===== src/rtl/phd_out_buf.sv =====
// Output register with one skid entry; it also drives the pipeline advance.
// Depends on nothing outside this file.
`timescale 1ns / 1ps

module phd_out_buf (
  input  logic        clk,
  input  logic        rst,
  input  logic        pipe_valid,
  input  logic [31:0] pipe_data,
  output logic        adv,
  output logic        out_valid,
  input  logic        out_stall,
  output logic [31:0] pose_distance
);

  logic skid_valid;
  logic [31:0] skid_data;
  logic take, incoming;

  assign adv = !skid_valid;
  assign take = out_valid && !out_stall;
  assign incoming = pipe_valid && adv;

  always_ff @(posedge clk) begin
    if (rst) begin
      out_valid <= 1'b0;
      skid_valid <= 1'b0;
    end else if (skid_valid) begin
      if (take) begin
        pose_distance <= skid_data;
        skid_valid <= 1'b0;
      end
    end else if (incoming) begin
      if (!out_valid || take) begin
        pose_distance <= pipe_data;
        out_valid <= 1'b1;
      end else begin
        skid_data <= pipe_data;
        skid_valid <= 1'b1;
      end
    end else if (take) begin
      out_valid <= 1'b0;
    end
  end

endmodule


===== config.mk =====
export PLATFORM = sky130hd
export DESIGN_NAME = phd_out_buf
export DESIGN_NICKNAME = d
export VERILOG_FILES = /design/src/rtl/phd_out_buf.sv
export SDC_FILE = /design/constraint.sdc
export NUM_CORES = 1
export LEC_CHECK = 0
export BUFFER_PORTS_ARGS = -buffer_cell sky130_fd_sc_hd__buf_2
export CAP_MARGIN = 15
export CORE_MARGIN = 3
export CORE_UTILIZATION = 40
export DETAILED_ROUTE_END_ITERATION = 6
export PLACE_DENSITY = 0.64
export SETUP_SLACK_MARGIN = 0.15
export SLEW_MARGIN = 20
export SYNTH_ARGS = -nofsm -noshare
export SYNTH_HDL_FRONTEND = slang
export SYNTH_SLANG_ARGS = --single-unit
export TNS_END_PERCENT = 10

===== constraint.sdc =====
create_clock -name clk -period 7.5 [get_ports clk]
set_input_delay 1.5 -clock clk [delete_from_list [all_inputs] [get_ports clk]]
set_output_delay 1.5 -clock clk [all_outputs]
set_load 0.02 [all_outputs]

==> run summary <==
Die ar. - 7060 µm²
Crit path kind - flop to primary output
Reg-to-Reg Start - skid_valid$_SDFF_PP0_
CP required - 6.00 ns
Die Y - 84 µm
First-pass GRT wire length - 6.97 mm
Peak supply drop - 0.116 mV
CP Launch Type - flop
Area Growth Syn to Fin - 25.2%
Worst hold path depth - 1
Crit path capture - adv
Port-buffer cells - 69
Post-Synthesis Net Count - 149
RSZ-0062 raised after global routing - false
Vias in the first global route - 1374
FF+latch count, synth - 66
Post-Syn Instances - 113
Worst rel slew slack - 43.3%
Comb power frac - 7.8%
Internal Power - 597 µW
Worst path arrival time - 1.49 ns
Slew at the pin closest to its max-slew limit - 0.850 ns
Initial DRT Pass Iterations - 4
Psw - 166 µW
Core area - 5710 µm²
Post-CTS setup buffer count - 0
Fin. max-slew vios - 0
Clk pwr share - 36.1%
Total grt overflow - 0
Hold path startpoint - skid_data[3]$_DFFE_PP_
# IOs - 70
Setup violators final - 0
RR Endpoint - skid_data[30]$_DFFE_PP_
Largest area contributor in the netlist - edfxtp_1
Share of the synthesized area in the top cell type - 79.0%
Initial antenna violation count - 0
Final Non-Filler Cells - 268
Post-DP HPWL - 2.94 mm
Synthesized area per cell - 21.5 µm²
Sequential power share - 56.1%
Final wirelength - 4.31 mm
Nets - 227
Total Routing Usage GR - 13.2%
Outcome - completed
Initial DRC Count - 78
Final TNS setup - 0 ns
Clk_skew - 0.00595 ns
Sequential cell area fraction in the yosys report - 80.6%
Layout cells sized above 1 - 61.7%
Antenna cells - 0
Register-to-register setup slack - 5.20 ns
Final hold violation count - 0
Average vias per placed instance - 4.86
CTS root buffer - clkbuf_8
WHS - 0.544 ns
Final Cycle Share - 39.8%
Synth area leaders - edfxtp_1 79%, mux2_2 15%, buf_6 1.9%, dfxtp_1 1.6%, a221oi_2 0.62%
CTS H-tree depth - 3
WL/cell - 16.1 µm
CP startpoint - skid_valid$_SDFF_PP0_
Worst-case reg-to-reg path depth - 3
Endpoint class of the critical path - primary output
Placed cells - 252
Synth cell types - 13
Initial core utilization - 42.6%
Cell Area, Synth - 2430 µm²
Die extent in x - 84 µm
CTS Buf Count - 9
Cts hold-fix bufs - 0
# resized after CTS - 0
Fill cell count - 520
Worst Hold Class - flop to flop
DRC viols - 0
Leak pwr - 1.12 nW
Clk buf depth - 2
Largest net degree at the start of global routing - 38
Vias - 1302
Period minus WS final - 2.99 ns
PwrDens - 250 nW/µm²
Worst-Skew Late Latency - 0.32 ns
Detail Route Antenna Nets - 0
Routability Congestion - 0.742
Maxcap violations - 0
Fmax - 0.335 GHz
Number of clock sinks - 66
Row Count - 27
Syn. warnings - 0
Sw Share - 21.7%
Clk slew on worst S/H paths - 0.07 ns
CP Max Fanout - 37
CTS tree - done
-- kinds of logic after synthesis --
family                 Yosys count  share of synthesized area (%)
AND/OR/NAND/NOR                  6                           1.34
buffers and inverters            5                           2.00
multiplexers                    32                           14.8
flip-flops                      66                           80.6
AO/OA/AOI/OAI                    4                           1.23
-- worst min-delay path by stage --
stage,endpoint,slack [ns]
2_1_floorplan,pose_distance[25]$_DFFE_PP_,0.52
3_3_place_gp,pose_distance[14]$_DFFE_PP_,0.53
3_5_place_dp,pose_distance[3]$_DFFE_PP_,0.53
4_1_cts,pose_distance[3]$_DFFE_PP_,0.55
5_1_grt,pose_distance[3]$_DFFE_PP_,0.56
6_report,pose_distance[3]$_DFFE_PP_,0.54
-- power by group through the flow --
stage | sequential (mW) | clock, mW | combinational (mW)
final | 0.428 | 0.275 | 0.0594
after detailed placement | 0.436 | 0 | 0.0603
after CTS | 0.428 | 0.285 | 0.0604
after global routing | 0.430 | 0.301 | 0.0651
after global placement | 0.436 | 0 | 0.0583
after floorplan | 0.445 | 0 | 0.0258
-- cells in the mapped netlist --
library cell,instances
a221oi_2,1
nand2_1,1
a21oi_1,2
nor2b_1,1
buf_6,4
o21ai_0,1
inv_1,1
nand2b_1,1
dfxtp_1,2
mux2_2,32
edfxtp_1,64
nand2_2,1
nor3_1,2
-- layout by cell type, fill, tap and decap left out, drive strengths merged --
| master | instances |
|---|---|
| nand2 | 2 |
| o21ai | 1 |
| bufinv | 1 |
| nand2b | 1 |
| mux2 | 32 |
| clkbuf | 9 |
| a21oi | 2 |
| buf | 71 |
| inv | 1 |
| dfxtp | 2 |
| a221oi | 1 |
| edfxtp | 64 |
| nor3 | 2 |
| clkinvlp | 1 |
| clkinv | 5 |
| nor2b | 1 |
-- worst max-delay path, stage by stage, from the launching register on --
cell and delay [ns]:
dfxtp_2 0.89, inv_1 0.09, buf_2 0.19
-- flip-flops by register name, indices dropped and copies added, names as in the netlist --
signal and cells:
out_valid 1, pose_distance 32, skid_valid 1, skid_data 32
-- metrics by stage --
| stage | power, mW | setup slack, ns | cell area (µm²) | utilization (%) |
|---|---|---|---|---|
| CTS | 0.774 | 4.38 | 3040 | 53.3 |
| floorplan | 0.471 | 3.20 | 2430 | - |
| global placement | 0.494 | 4.17 | 2860 | 50.0 |
| finish | 0.763 | 4.51 | 3050 | 53.4 |
| global route | 0.796 | 4.34 | 3050 | 53.4 |
| detailed placement | 0.497 | 4.01 | 2860 | 50.0 |
-- per-layer routing --
layer | GRT usage (%) | vias to the layer above | part of all wire, %
met1 | 16.6 | 625 | 43
li1 | - | 605 | -
met2 | 20.0 | 63 | 46
met3 | 4.64 | 9 | 9.0
met5 | 0 | - | 0
met4 | 7.02 | 0 | 2.2
-- area by class of cell --
| cell class | count | area, µm² | area share (%) |
|---|---|---|---|
| Timing Repair Buffer | 71 | 360 | 11.8 |
| Clock buffer | 9 | 124 | 4.07 |
| Clock inverter | 7 | 60.1 | 1.97 |
| Tap cell | 72 | 90.1 | 2.96 |
| Inverter | 1 | 3.75 | 0.123 |
| Multi-Input combinational cell | 42 | 445 | 14.6 |
| Sequential cell | 66 | 1960 | 64.4 |
Power figures use the tool's default switching activity.
