`src/rtl/phd_pkg.sv`:
```
// Shared constants and types for the pose heading distance pipeline.
// Used by every module under rtl except phd_out_buf; depends on nothing else.
`timescale 1ns / 1ps

package phd_pkg;

  localparam int FRACTION_BITS = 16;

  localparam logic [63:0] PI_Q60 = 64'h3243F6A8885A308D;
  localparam logic [63:0] PI_WIDE =
      (PI_Q60 + (64'd1 << (59 - FRACTION_BITS))) >> (60 - FRACTION_BITS);
  localparam logic [63:0] TWO_PI_WIDE =
      (PI_Q60 + (64'd1 << (58 - FRACTION_BITS))) >> (59 - FRACTION_BITS);

  localparam int REM_W = 34;
  localparam logic [REM_W-1:0] PI_FIX = PI_WIDE[REM_W-1:0];
  localparam logic [REM_W-1:0] TWO_PI_FIX = TWO_PI_WIDE[REM_W-1:0];

  localparam logic [63:0] WRAP_TURNS =
      ((64'd1 << 31) + TWO_PI_WIDE - 64'd1) / TWO_PI_WIDE;
  localparam logic [63:0] BIAS_WIDE = PI_WIDE + WRAP_TURNS * TWO_PI_WIDE;
  localparam logic [REM_W-1:0] WRAP_BIAS = BIAS_WIDE[REM_W-1:0];
  localparam int WRAP_STEPS =
      $clog2(((64'd1 << 33) + TWO_PI_WIDE - 64'd1) / TWO_PI_WIDE);

  localparam int COORD_W = 32;
  localparam int SQ_W = 64;
  localparam int ROOT_W = 32;
  localparam int SQRT_STEPS = 32;
  localparam int WEIGHT_W = 16;
  localparam int ANG_W = FRACTION_BITS + 2;
  localparam int PROD_W = ANG_W + WEIGHT_W;
  localparam int FINAL_W = (PROD_W > 32) ? PROD_W + 1 : 34;
  localparam logic [WEIGHT_W-1:0] WEIGHT_RESET = 16'd256;
  localparam logic [PROD_W:0] ROUND_HALF = (PROD_W + 1)'(128);

  typedef struct packed {
    logic [SQ_W-1:0]  op;
    logic [SQ_W-1:0]  res;
    logic [REM_W-1:0] rem_a;
    logic [REM_W-1:0] rem_b;
    logic             sat;
  } cell_t;

endpackage

```
`src/rtl/phd_cell.sv`:
```
// One cell of the chain: a square root digit step and a heading reduction step.
// Depends on phd_pkg.
`timescale 1ns / 1ps

module phd_cell (
  input  logic                          clk,
  input  logic                          rst,
  input  logic                          adv,
  input  logic [phd_pkg::SQ_W-1:0]      one_bit,
  input  logic [phd_pkg::REM_W-1:0]     wrap_step,
  input  phd_pkg::cell_t                cell_in,
  input  logic                          valid_in,
  output phd_pkg::cell_t                cell_out,
  output logic                          valid_out
);

  logic [phd_pkg::SQ_W:0] trial;
  logic fits;
  phd_pkg::cell_t cell_next;

  assign trial = {1'b0, cell_in.res} + {1'b0, one_bit};
  assign fits = {1'b0, cell_in.op} >= trial;

  always_comb begin
    cell_next = cell_in;
    if (fits) begin
      cell_next.op = cell_in.op - trial[phd_pkg::SQ_W-1:0];
      cell_next.res = (cell_in.res >> 1) + one_bit;
    end else begin
      cell_next.res = cell_in.res >> 1;
    end
    if (cell_in.rem_a >= wrap_step) begin
      cell_next.rem_a = cell_in.rem_a - wrap_step;
    end
    if (cell_in.rem_b >= wrap_step) begin
      cell_next.rem_b = cell_in.rem_b - wrap_step;
    end
  end

  always_ff @(posedge clk) begin
    if (rst) begin
      valid_out <= 1'b0;
    end else if (adv) begin
      valid_out <= valid_in;
    end
  end

  always_ff @(posedge clk) begin
    if (adv) begin
      cell_out <= cell_next;
    end
  end

endmodule

```
`config.mk`:
```
export PLATFORM = sky130hd
export DESIGN_NAME = phd_cell
export DESIGN_NICKNAME = d
export VERILOG_FILES = /design/src/rtl/phd_pkg.sv /design/src/rtl/phd_cell.sv
export SDC_FILE = /design/constraint.sdc
export NUM_CORES = 1
export LEC_CHECK = 0
export BUFFER_PORTS_ARGS = -buffer_cell sky130_fd_sc_hd__buf_2
export CAP_MARGIN = 20
export CORE_ASPECT_RATIO = 0.7
export CORE_MARGIN = 2
export CORE_UTILIZATION = 44
export CTS_BUF_LIST = sky130_fd_sc_hd__clkbuf_8
export CTS_CLUSTER_DIAMETER = 40
export DETAILED_ROUTE_END_ITERATION = 8
export PLACE_DENSITY = 0.76
export SKIP_LAST_GASP = 1
export SLEW_MARGIN = 20
export SYNTH_ARGS = -nofsm -noshare
export SYNTH_HDL_FRONTEND = slang
export SYNTH_SLANG_ARGS = --single-unit
```
`constraint.sdc`:
```
create_clock -name clk -period 7.43 [get_ports clk]
set_input_delay 1.1145 -clock clk [delete_from_list [all_inputs] [get_ports clk]]
set_output_delay 1.1145 -clock clk [all_outputs]
set_load 0.02 [all_outputs]
```
==> flow_metrics.tcl <==
set metrics [dict create \
    tightest_slew_ns 1.02 \
    synth.avg_cell_area_um2 8.21 \
    setup_tns_ns 0 \
    die_h_um 193 \
    combPwrFrac_pct 56.5 \
    numCtsBuffers 17 \
    synth_cells 2737 \
    dp_hpwl_um 64200 \
    switching_share_pct 45.9 \
    async_flop_share_pct 0 \
    p_seq_share_pct 29.0 \
    ys_seq_elements 198 \
    grt_pass1_vias 20200 \
    cts_resized 0 \
    yosysTopAreaCellShare_pct 26.3 \
    fmax_mhz 150 \
    final_cell_mix "495 x buf_2, 329 x nand2_1, 291 x a21oi_1" \
    total_power_w 0.00540 \
    num-fill-cells 4925 \
    hp-class "flop to flop" \
    area_growth_pct 15.6 \
    fin_worst_skew_ns 0 \
    dr.pass1.iters 5 \
    status "complete, no violations" \
    final.period_utilization_pct 89.8 \
    yosysWarnings 0 \
    antenna_found_initial 14 \
    synth_edf_count 197 \
    synthTopCellsByArea "edfxtp_1 26%, ha_1 14%, a21oi_1 6.5%, o21ai_0 5.7%, nand2_1 5.5%" \
    drive_gt1_share_pct 18.9 \
    endpoint_kind "flop" \
    ctsHoldBuffers 0 \
    syn-cell-area_mm2 0.0225 \
    internal_power_w 0.00292 \
    post-cts-setup-buffer-count 0 \
    core_area_mm2 0.0506 \
    synth_fp_nets 3300 \
    drv_slew 0 \
    pwr-share-clk_pct 14.5 \
    hp-start "valid_out$_SDFFE_PP0P_" \
    crit_end "cell_out[151]$_DFFE_PP_" \
    switching_power_w 0.00248 \
    nets 3724 \
    clockBufferDepth 2 \
    wire_per_inst_um 20.2 \
    setup_viol 0 \
    worstSkewPairLatency_ns 0.55 \
    die_w_um 274 \
    grt_max_degree 121 \
    rsz0062_at_grt "no" \
    start_kind "input port" \
    slew_headroom_pct 32.0 \
    r2r-end "valid_out$_SDFFE_PP0P_" \
    ant_nets 0 \
    drc_errors 0 \
    multi_input_area_mm2 0.0156 \
    wl_um 77800 \
    via_per_inst 5.94 \
    startpoint "one_bit[0]" \
    cap_violations 0 \
    cp_max_fo 67 \
    place_congestion 1.01 \
    clock-sinks 198 \
    period_needed_ns 6.67 \
    pin_count 497 \
    start_util_pct 44.4 \
    ir_worst_vdd_mv 0.130 \
    layout.cells.most_common "buf_2" \
    hold_viol 0 \
    grt_first_pass_wirelength_um 117000 \
    grt_use_total_pct 28.3 \
    io_buffers 496 \
    synth.distinct_cells 83 \
    p_leak_nw 11.7 \
    die_area_mm2 0.0529 \
    cts_tree "built" \
    synthFlopType "edfxtp_1" \
    area.sequential_mm2 0.00594 \
    arrival_ns 6.97 \
    htreeDepth 4 \
    synth_largest_area_cell "edfxtp_1" \
    root_buffer "clkbuf_8" \
    seq_area_frac_synth_pct 26.4 \
    r2r-start "valid_out$_SDFFE_PP0P_" \
    overflow 0 \
    drtIter0Drc 2658 \
    clkSlewWorstSetupHoldPaths_ns 0.13 \
    ff2ff_setup_slack_ns 6.83 \
    crit_type "input port to flop" \
    fp-row-count 69 \
    vias 22900 \
    p_per_area_mw_per_mm2 208 \
    required_ns 7.73 \
    reg2reg_depth 2 \
]
critical path, stage by stage:
cell and delay, ns:
buf_2 0.11, ha_1 0.23, fa_1 0.45, a211oi_1 0.37
o21ai_0 0.15, or3b_4 0.29, a211oi_1 0.09, a21oi_1 0.32
o21ai_0 0.24, a21oi_1 0.36, nand2_1 0.11, xnor2_1 0.33
ha_1 0.38, a21o_1 0.20, a21o_1 0.18, a221oi_1 0.45
a21oi_1 0.12, a211oi_1 0.36, o311ai_2 0.17, nand4_1 0.24
buf_12 0.29, mux2_1 0.36
Yosys cell counts, types with 27 or more instances:
master / count
inv_1: 116
o21ai_1: 44
nor2_1: 155
o21ai_0: 258
xnor2_1: 126
o31ai_1: 27
o21bai_1: 37
o21a_1: 35
a21oi_1: 291
edfxtp_1: 197
a31oi_1: 37
ha_1: 259
nand4_1: 57
xor2_1: 102
nand3_1: 39
nor3_1: 39
a21o_1: 132
a211oi_1: 31
nand2_1: 330
clkbuf_1: 88
per-stage QoR:
step,cell area [um2],hold WS (ns),setup slack (ns),cells,util (%)
2_1_floorplan,22500,0.579,1.39,2737,-
3_3_place_gp,25500,0.494,0.403,3816,50.5
3_5_place_dp,25500,0.491,0.327,3816,50.5
4_1_cts,25900,0.522,0.885,3847,51.3
5_1_grt,25900,0.587,0.388,3851,51.3
6_report,26000,0.527,0.759,3860,51.3
flip-flops by register name, summed over array words and instances (netlist names):
| register | cells |
|---|---|
| valid_out | 1 |
| cell_out | 197 |
routing by layer:
layer  wire length, um  global-route usage (%)  vias to the layer above
met4              1550                    5.94                       14
li1                  -                       -                    11100
met1             35600                    41.7                    10700
met3              7600                    5.76                      104
met2             33000                    42.3                     1037
met5                82                       0                        -
worst min path at each step:
stage                     cells after the start  slack [ns]                      to
after detailed placement                      2        0.49  valid_out$_SDFFE_PP0P_
final                                         2        0.53  valid_out$_SDFFE_PP0P_
after global placement                        2        0.49  valid_out$_SDFFE_PP0P_
after floorplan                               2        0.58  valid_out$_SDFFE_PP0P_
after global routing                          2        0.59  valid_out$_SDFFE_PP0P_
after CTS                                     2        0.52  valid_out$_SDFFE_PP0P_
cell type report:
type                    instances  area share [%]
clock inverters                14           0.679
well taps                     674            3.25
clock buffers                  17           0.901
repair buffers                517            10.4
multi-input cells            2311            60.1
diodes                         13           0.125
inverters                     116            1.68
flip-flops and latches        198            22.9
logic make-up after synthesis:
logic type / synth area share (%)
adders and majority gates: 14.9
AOI/OAI and AO/OA: 28.7
xor gates and xnor gates: 8.88
buffers and inverters: 4.18
DFF: 26.4
and+or+nand+nor: 15.4
muxes: 1.59
power by group through the flow:
stage | combinational, W | clock [W] | sequential [W]
2_1_floorplan | 0.00185 | 0 | 0.00183
3_5_place_dp | 0.00298 | 0 | 0.00159
4_1_cts | 0.00300 | 0.000798 | 0.00157
6_report | 0.00305 | 0.000781 | 0.00157
5_1_grt | 0.00333 | 0.000835 | 0.00158
3_3_place_gp | 0.00297 | 0 | 0.00159
No activity file was read; power rests on OpenSTA's default activity.
