[config.mk]
export PLATFORM = sky130hd
export DESIGN_NAME = phd_back
export DESIGN_NICKNAME = d
export VERILOG_FILES = /design/src/rtl/phd_pkg.sv /design/src/rtl/phd_back.sv
export SDC_FILE = /design/constraint.sdc
export NUM_CORES = 1
export LEC_CHECK = 0
export BUFFER_PORTS_ARGS = -buffer_cell sky130_fd_sc_hd__buf_2
export CORE_ASPECT_RATIO = 1.5
export CORE_MARGIN = 5
export CORE_UTILIZATION = 50
export CTS_CLUSTER_DIAMETER = 30
export DETAILED_ROUTE_END_ITERATION = 12
export GPL_TIMING_DRIVEN = 1
export PLACE_DENSITY = 0.69
export SLEW_MARGIN = 40
export SYNTH_ARGS = -nofsm -noshare
export SYNTH_HDL_FRONTEND = slang
export SYNTH_SLANG_ARGS = --single-unit
[constraint.sdc]
create_clock -name clk -period 12.65 [get_ports clk]
set_clock_uncertainty 0.1 [all_clocks]
set_input_delay 1.265 -clock clk [delete_from_list [all_inputs] [get_ports clk]]
set_output_delay 1.265 -clock clk [all_outputs]
set_load 0.01 [all_outputs]
[src/rtl/phd_pkg.sv]
// Shared constants and types for the pose heading distance pipeline.
// Used by every module under rtl except phd_out_buf; depends on nothing else.
`timescale 1ns / 1ps

package phd_pkg;

  localparam int FRACTION_BITS = 16;

  localparam logic [63:0] PI_Q60 = 64'h3243F6A8885A308D;
  localparam logic [63:0] PI_WIDE =
      (PI_Q60 + (64'd1 << (59 - FRACTION_BITS))) >> (60 - FRACTION_BITS);
  localparam logic [63:0] TWO_PI_WIDE =
      (PI_Q60 + (64'd1 << (58 - FRACTION_BITS))) >> (59 - FRACTION_BITS);

  localparam int REM_W = 34;
  localparam logic [REM_W-1:0] PI_FIX = PI_WIDE[REM_W-1:0];
  localparam logic [REM_W-1:0] TWO_PI_FIX = TWO_PI_WIDE[REM_W-1:0];

  localparam logic [63:0] WRAP_TURNS =
      ((64'd1 << 31) + TWO_PI_WIDE - 64'd1) / TWO_PI_WIDE;
  localparam logic [63:0] BIAS_WIDE = PI_WIDE + WRAP_TURNS * TWO_PI_WIDE;
  localparam logic [REM_W-1:0] WRAP_BIAS = BIAS_WIDE[REM_W-1:0];
  localparam int WRAP_STEPS =
      $clog2(((64'd1 << 33) + TWO_PI_WIDE - 64'd1) / TWO_PI_WIDE);

  localparam int COORD_W = 32;
  localparam int SQ_W = 64;
  localparam int ROOT_W = 32;
  localparam int SQRT_STEPS = 32;
  localparam int WEIGHT_W = 16;
  localparam int ANG_W = FRACTION_BITS + 2;
  localparam int PROD_W = ANG_W + WEIGHT_W;
  localparam int FINAL_W = (PROD_W > 32) ? PROD_W + 1 : 34;
  localparam logic [WEIGHT_W-1:0] WEIGHT_RESET = 16'd256;
  localparam logic [PROD_W:0] ROUND_HALF = (PROD_W + 1)'(128);

  typedef struct packed {
    logic [SQ_W-1:0]  op;
    logic [SQ_W-1:0]  res;
    logic [REM_W-1:0] rem_a;
    logic [REM_W-1:0] rem_b;
    logic             sat;
  } cell_t;

endpackage

[src/rtl/phd_back.sv]
// Back stages: angle fold, weighting, final sum and saturation.
// Depends on phd_pkg.
`timescale 1ns / 1ps

module phd_back (
  input  logic                             clk,
  input  logic                             rst,
  input  logic                             adv,
  input  logic [phd_pkg::WEIGHT_W-1:0]     weight,
  input  phd_pkg::cell_t                   cell_in,
  input  logic                             valid_in,
  output logic [31:0]                      result,
  output logic                             result_valid
);

  logic [phd_pkg::REM_W-1:0] ad, folded;
  logic [phd_pkg::ANG_W-1:0] ang1;
  logic [phd_pkg::ROOT_W-1:0] root1, root2;
  logic sat1, sat2, valid1, valid2;
  logic [phd_pkg::PROD_W-1:0] prod2;
  logic [phd_pkg::PROD_W:0] rounded;
  logic [phd_pkg::FINAL_W-1:0] total;

  always_comb begin
    if (cell_in.rem_a >= cell_in.rem_b) begin
      ad = cell_in.rem_a - cell_in.rem_b;
    end else begin
      ad = cell_in.rem_b - cell_in.rem_a;
    end
    if (ad > phd_pkg::PI_FIX) begin
      folded = phd_pkg::TWO_PI_FIX - ad;
    end else begin
      folded = ad;
    end
  end

  always_ff @(posedge clk) begin
    if (rst) begin
      valid1 <= 1'b0;
      valid2 <= 1'b0;
    end else if (adv) begin
      valid1 <= valid_in;
      valid2 <= valid1;
    end
  end

  always_ff @(posedge clk) begin
    if (adv) begin
      ang1 <= folded[phd_pkg::ANG_W-1:0];
      root1 <= cell_in.res[phd_pkg::ROOT_W-1:0];
      sat1 <= cell_in.sat;
      prod2 <= phd_pkg::PROD_W'(ang1) * phd_pkg::PROD_W'(weight);
      root2 <= root1;
      sat2 <= sat1;
    end
  end

  assign rounded = {1'b0, prod2} + phd_pkg::ROUND_HALF;
  assign total = phd_pkg::FINAL_W'(root2) + phd_pkg::FINAL_W'(rounded[phd_pkg::PROD_W:8]);
  assign result = (sat2 || total[phd_pkg::FINAL_W-1:32] != '0) ? 32'hFFFF_FFFF : total[31:0];
  assign result_valid = valid2;

endmodule

==> summary.txt, run 1 <==
Layout
  • FF/Latch Area: around 3400 µm²
  • Final nets: between 2,000 and 3,000
  • Area of the multi-input gates: 13,900 µm²
  • Final Non-Filler Cells: around 2,700
  • Filler Cell Count: between 3,000 and 4,000
  • Fraction of layout cells with a size suffix above 1: 0.0995
  • Synth-to-Final Area Change: 8.35%

Routing
  • Via Count: 15,300
  • Wirelength, routed: around 50 mm
  • 1st-iter DRT viols: 772
  • Vias/cell: 5.61
  • Post-route ant nets: 0
  • DRT Pass-1 Iters: 7
  • DRC viols: 0
  • Wire per inst: 18.4 µm

Clocking
  • Clk sink count: 113
  • TritonCTS clock tree: built
  • CTS-repair resized insts: 0
  • Cts bufs inserted: 17
  • CTS root buf: clkbuf_16
  • Clock transition at path regs: 0.06 ns
  • CTS Hold Bufs: 0
  • Number of setup buffers added after CTS: 0
  • Worst skew pair latency: between 0.4 and 0.5 ns
  • Htree depth: 4
  • Clock buffer depth: 2

Worst setup path
  • CP endpoint kind: flop
  • Crit path DAT: just over 8 ns
  • Crit Path Max Fanout: 18
  • Setup CP Type: in2reg
  • Worst path required time: about 13 ns
  • Startpoint Class: input pin

Hold path
  • Hold Path Class: reg2reg

Logic synthesis
  • Post-synthesis cell area: roughly 19,000 µm²
  • Yosys cell types: 81
  • Synth Instances: about 2,100
  • Syn nets: 2,771
  • Mean Syn Cell Area: a little under 9 µm²
  • Async SR Flop Fraction: 0
  • Top FF cell, synth: edfxtp_1
  • Yosys warns: 0
  • Register bit count reported by yosys: approximately 110
  • Sequential area share after synthesis: 0.178
  • Number of flops mapped to enable cells by yosys: roughly 110

STA
  • Fin worst setup slack: 4.56 ns
  • Least-Margin Pin Slew: between 0.9 and 1 ns
  • Fin. max-slew vios: 0
  • Final hold vios: 0
  • RSZ-0062 raised after global routing: no
  • Final Critical Period: approximately 8.1 ns
  • Slew Limit Headroom: 0.352
  • Fmax: 124 MHz
  • Post-route setup TNS: 0 ns
  • Final worst-path cycle share: 0.640
  • Final setup violation count: 0
  • WHS: about 0.31 ns

Global routing
  • First-pass GRT wire length: around 80 mm
  • Vias in the first global route: roughly 16,000
  • Largest net degree at the start of global routing: 80
  • Gr usage total: 0.239
  • Total gr overflow: 0
  • Antenna violations before repair: 2

Floorplan
  • Initial core utilization: 0.505
  • Chip width: ~170 µm
  • Die height: around 250 µm
  • CORE AREA: roughly 38,000 µm²
  • Die area: 42,000 µm²
  • IO Pins: 250
  • Cell Rows: 87

Placement
  • Pre-CTS setup slack: ~4.2 ns
  • DP HPWL: roughly 42 mm
  • Number of I/O port buffers: roughly 150
  • Placed Cells incl. Taps: 2,698
  • GP Congestion: between 0.9 and 1

Outcome
  • Status: complete, no violations

Flow run
  • Max-cap violations: 0
-- cells by family after synthesis --
kind of cell,count (synthesis),share of synthesized area
and+or+nand+nor,647,0.170
buffers and inverters,430,0.0901
adders and majority gates,423,0.367
AOI/OAI and AO/OA,378,0.128
xor gates and xnor gates,120,0.0554
DFF,113,0.178
muxes,20,0.0110
-- critical path, stage by stage --
cell	delay (ns)
buf_2	0.23
and2_1	0.24
fa_1	0.54
inv_1	0.06
fa_1	0.58
fa_1	0.47
fa_1	0.52
inv_1	0.06
fa_1	0.52
inv_1	0.05
fa_1	0.52
inv_1	0.04
ha_1	0.33
a21o_1	0.19
a21o_1	0.17
a221o_1	0.34
a31oi_1	0.43
nor3_1	0.21
o31ai_1	0.54
nor2_1	0.16
o211ai_1	0.25
nand3b_1	0.15
a21oi_1	0.19
xnor2_1	0.08
-- layer usage --
| metal | up-vias | GRT usage | routed length, µm |
|---|---|---|---|
| li1 | 7213 | - | - |
| met1 | 7536 | 0.253 | 18300 |
| met2 | 433 | 0.451 | 27000 |
| met3 | 150 | 0.0257 | 1940 |
| met4 | 2 | 0.134 | 3110 |
| met5 | - | 0 | 18 |
-- sequential cells by signal (all words and copies together), names as in the netlist --
| name | count |
|---|---|
| root2 | 32 |
| ang1 | 18 |
| sat1 | 1 |
| root1 | 32 |
| sat2 | 1 |
| result_valid | 1 |
| prod2 | 27 |
| valid1 | 1 |
-- stage by stage --
| step | utilization | cell area, µm² |
|---|---|---|
| after floorplan | - | 19000 |
| after global placement | 0.532 | 20000 |
| after detailed placement | 0.533 | 20000 |
| after CTS | 0.547 | 20600 |
| after global routing | 0.547 | 20600 |
| final | 0.548 | 20600 |
-- synthesized netlist by cell type (6+ instances only) --
master | n | area share
clkbuf_1 | 46 | 0.0091
a21oi_1 | 128 | 0.034
inv_1 | 352 | 0.070
xnor2_1 | 87 | 0.040
nor4_1 | 7 | 0.0023
buf_2 | 18 | 0.0047
and3_1 | 16 | 0.0053
or3_1 | 11 | 0.0036
nand2b_1 | 13 | 0.0043
o21ai_0 | 73 | 0.019
edfxtp_1 | 111 | 0.18
xor2_1 | 33 | 0.015
fa_1 | 224 | 0.24
nor2_1 | 83 | 0.016
nand3_1 | 34 | 0.0090
nor3_1 | 18 | 0.0047
o21a_1 | 18 | 0.0071
a211oi_1 | 9 | 0.0036
ha_1 | 199 | 0.13
a21o_1 | 45 | 0.018
and2_1 | 147 | 0.048
o31ai_1 | 7 | 0.0028
nand2_1 | 247 | 0.049
nor2b_1 | 13 | 0.0043
o211ai_1 | 9 | 0.0036
mux2i_1 | 16 | 0.0084
a31oi_1 | 10 | 0.0033
a221oi_1 | 6 | 0.0028
o21bai_1 | 16 | 0.0063
nand4_1 | 31 | 0.010
-- final cells by class --
type,count,share of cell area
clock inverters,15,0.00645
diodes,1,0.000122
inverters,352,0.0643
well taps,489,0.0298
clock buffers,17,0.0207
multi-input cells,1588,0.676
repair buffers,156,0.0386
flip-flops and latches,113,0.164
-- worst paths after layout --
path / from / endpoint / slack [ns] / cells after the start
worst max-delay path: weight[4] / prod2[33] / 4.56 / 24
worst min-delay path: root1[23] / root2[23] / 0.31 / 0
worst max register to register: ang1[7] / prod2[33] / 4.92 / 23
worst min register to register: root1[23] / root2[23] / 0.31 / 0
-- cell usage in the layout (no fill, tap or decap), drive strengths merged, types with 5 or more instances in the layout --
cell and n:
a2111oi 6, a211oi 9, a21o 46, a21oi 130
a221oi 7, a31o 5, a31oi 10, and2 148
and3 17, and4 7, buf 156, clkbuf 17
clkinvlp 5, edfxtp 111, fa 224, ha 199
inv 357, mux2i 16, nand2 248, nand2b 13
nand3 34, nand4 31, nor2 84, nor2b 13
nor3 19, nor4 9, o211ai 9, o21a 18
o21ai 77, o21bai 16, o31ai 7, or2 5
or3 12, xnor2 87, xor2 33
Power of run 1 is left out: the tool's default activity adds up to more than one toggle a clock period on the data nets, which glitch-free logic cannot reach.
==> inputs of run 2 (changes only) <==
==> constraint.sdc (replaced) <==
create_clock -name clk -period 8.3 [get_ports clk]
set_clock_uncertainty 0.1 [all_clocks]
set_input_delay 0.83 -clock clk [delete_from_list [all_inputs] [get_ports clk]]
set_output_delay 0.83 -clock clk [all_outputs]
set_load 0.01 [all_outputs]
==> run 2 against run 1 <==
  * Via count up 1.0%
  * Critical path type is now reg2reg
  * Highest routed layer unchanged
  * First-iteration DRC count up 9.2%
  * Design area grew 0.55%
==> summary.txt, run 2 (synthesized netlist as in run 1, its figures left out) <==
Outcome
  • Status: complete, no violations

Routing
  • Post-route ant nets: 0
  • Vias/cell: ~5.7
  • Via Count: approximately 15,000
  • DRC viols: 0
  • Wire per inst: roughly 19 µm
  • DRT Pass-1 Iters: 5
  • 1st-iter DRT viols: about 840
  • Wirelength, routed: 53.2 mm

Clocking
  • TritonCTS clock tree: built
  • CTS Hold Bufs: 0
  • Number of setup buffers added after CTS: 0
  • Cts bufs inserted: 17
  • CTS root buf: clkbuf_16
  • Clock transition at path regs: approximately 0.060 ns
  • Worst skew pair latency: approximately 0.43 ns
  • Clock buffer depth: 2
  • Clk sink count: between 100 and 150
  • CTS-repair resized insts: 0
  • Htree depth: 4

Layout
  • Top Registers: root1 x32, root2 x32, prod2 x27
  • Final nets: 2,875
  • Synth-to-Final Area Change: 8.94%
  • Filler Cell Count: 3,395
  • Commonest non-fill, non-tap cells in the layout: inv_1 (352), nand2_1 (247), fa_1 (224)
  • Commonest non-fill, non-tap cell in the layout: inv_1
  • Fraction of layout cells with a size suffix above 1: 0.102

STA
  • Post-route setup TNS: 0 ns
  • Final worst-path cycle share: 0.908
  • Least-Margin Pin Slew: ~0.94 ns
  • Fin. max-slew vios: 0
  • Final Critical Period: roughly 7.5 ns
  • Final setup violation count: 0
  • Fmax: about 130 MHz
  • Slew Limit Headroom: 0.366
  • RSZ-0062 raised after global routing: no
  • WHS: around 0.31 ns
  • Final hold vios: 0

Worst setup path
  • Crit Path Max Fanout: 16
  • Worst path required time: about 8.4 ns
  • Startpoint Class: flop
  • Most frequent CP cell: fa_1
  • Crit path DAT: between 7 and 8 ns
  • CP max-delay cell: edfxtp_1
  • Worst path max stage delay: roughly 0.72 ns
  • Worst path cell trace: and2_1, fa_1, inv_1, fa_1, fa_1, fa_1, inv_1, fa_1, inv_1, fa_1, inv_1, ha_1, a21o_1, a21o_1, a221o_1, a31oi_1, nor3_1, o31ai_1, buf_4, nor2_1, o211ai_1, nand3b_1, a21oi_1, xnor2_1
  • CP endpoint kind: flop
  • Setup CP Type: reg2reg

Hold path
  • Hold Path Class: reg2reg

Placement
  • Number of I/O port buffers: around 150
  • DP HPWL: 43.3 mm
  • GP Congestion: ~0.96

Global routing
  • Largest net degree at the start of global routing: 75
  • Total gr overflow: 0
  • First-pass GRT wire length: about 84 mm
  • Antenna violations before repair: 2
  • Vias in the first global route: 16,500
  • Gr usage total: 0.251

Floorplan
  • Initial core utilization: 0.505
  • Cell Rows: 87
  • Chip width: approximately 170 µm
  • Die area: around 42,000 µm²
  • IO Pins: between 200 and 300
  • Die height: ~250 µm
  • CORE AREA: 37,600 µm²

Flow run
  • Max-cap violations: 0
## run 2: changes by cell type in the layout (fill, tap and decap cells not counted), sizes merged
cell      delta
buf          +7
bufinv       +3
clkbuf       +2
clkinv       +2
clkinvlp     -4
inv          -3
## run 2: worst paths after layout
kind,start,cells past startpoint,to,slack [ns]
worst max register to register,ang1[7],24,prod2[33],0.76
worst max-delay path,ang1[7],24,prod2[33],0.76
worst min register to register,root1[11],0,root2[11],0.31
worst min-delay path,root1[11],0,root2[11],0.31
## run 2: metrics by stage
step           worst slack [ns]  instances  area [µm²]  utilization
5_1_grt                   0.453       2737       20700        0.550
3_3_place_gp              0.688       2705       20000        0.534
4_1_cts                   0.773       2737       20700        0.550
3_5_place_dp              0.532       2705       20100        0.534
6_report                  0.764       2738       20700        0.551
2_1_floorplan             0.993       2131       19000            -
## run 2: worst max-delay path: cells and delay by family, from the launching register on
| family | cells | cell delay (ns) |
|---|---|---|
| XOR/XNOR | 1 | 0.09 |
| AND/OR/NAND/NOR | 4 | 0.71 |
| flip-flops | 1 | 0.72 |
| adder cells (fa/ha/maj) | 7 | 3.41 |
| AO/OA/AOI/OAI | 7 | 1.85 |
| buffers and inverters | 5 | 0.39 |
## run 2: final cells by class
class,instances,area [µm²],area share
tap,489,612,0.0296
clock buffer,19,433,0.0209
multi-input combinational,1588,13900,0.672
timing repair buffer,163,847,0.0410
clock inverter,13,185,0.00896
inverter,352,1320,0.0639
sequential,113,3370,0.163
antenna,1,2.50,0.000121
## run 2: routing by layer
metal,vias to the layer above,global-route usage,share of wire
met5,-,0,0.00013
met4,2,0.167,0.074
met3,188,0.0308,0.042
met2,502,0.476,0.53
met1,7577,0.249,0.35
li1,7222,-,-
Power of run 2 is left out for the same reason.
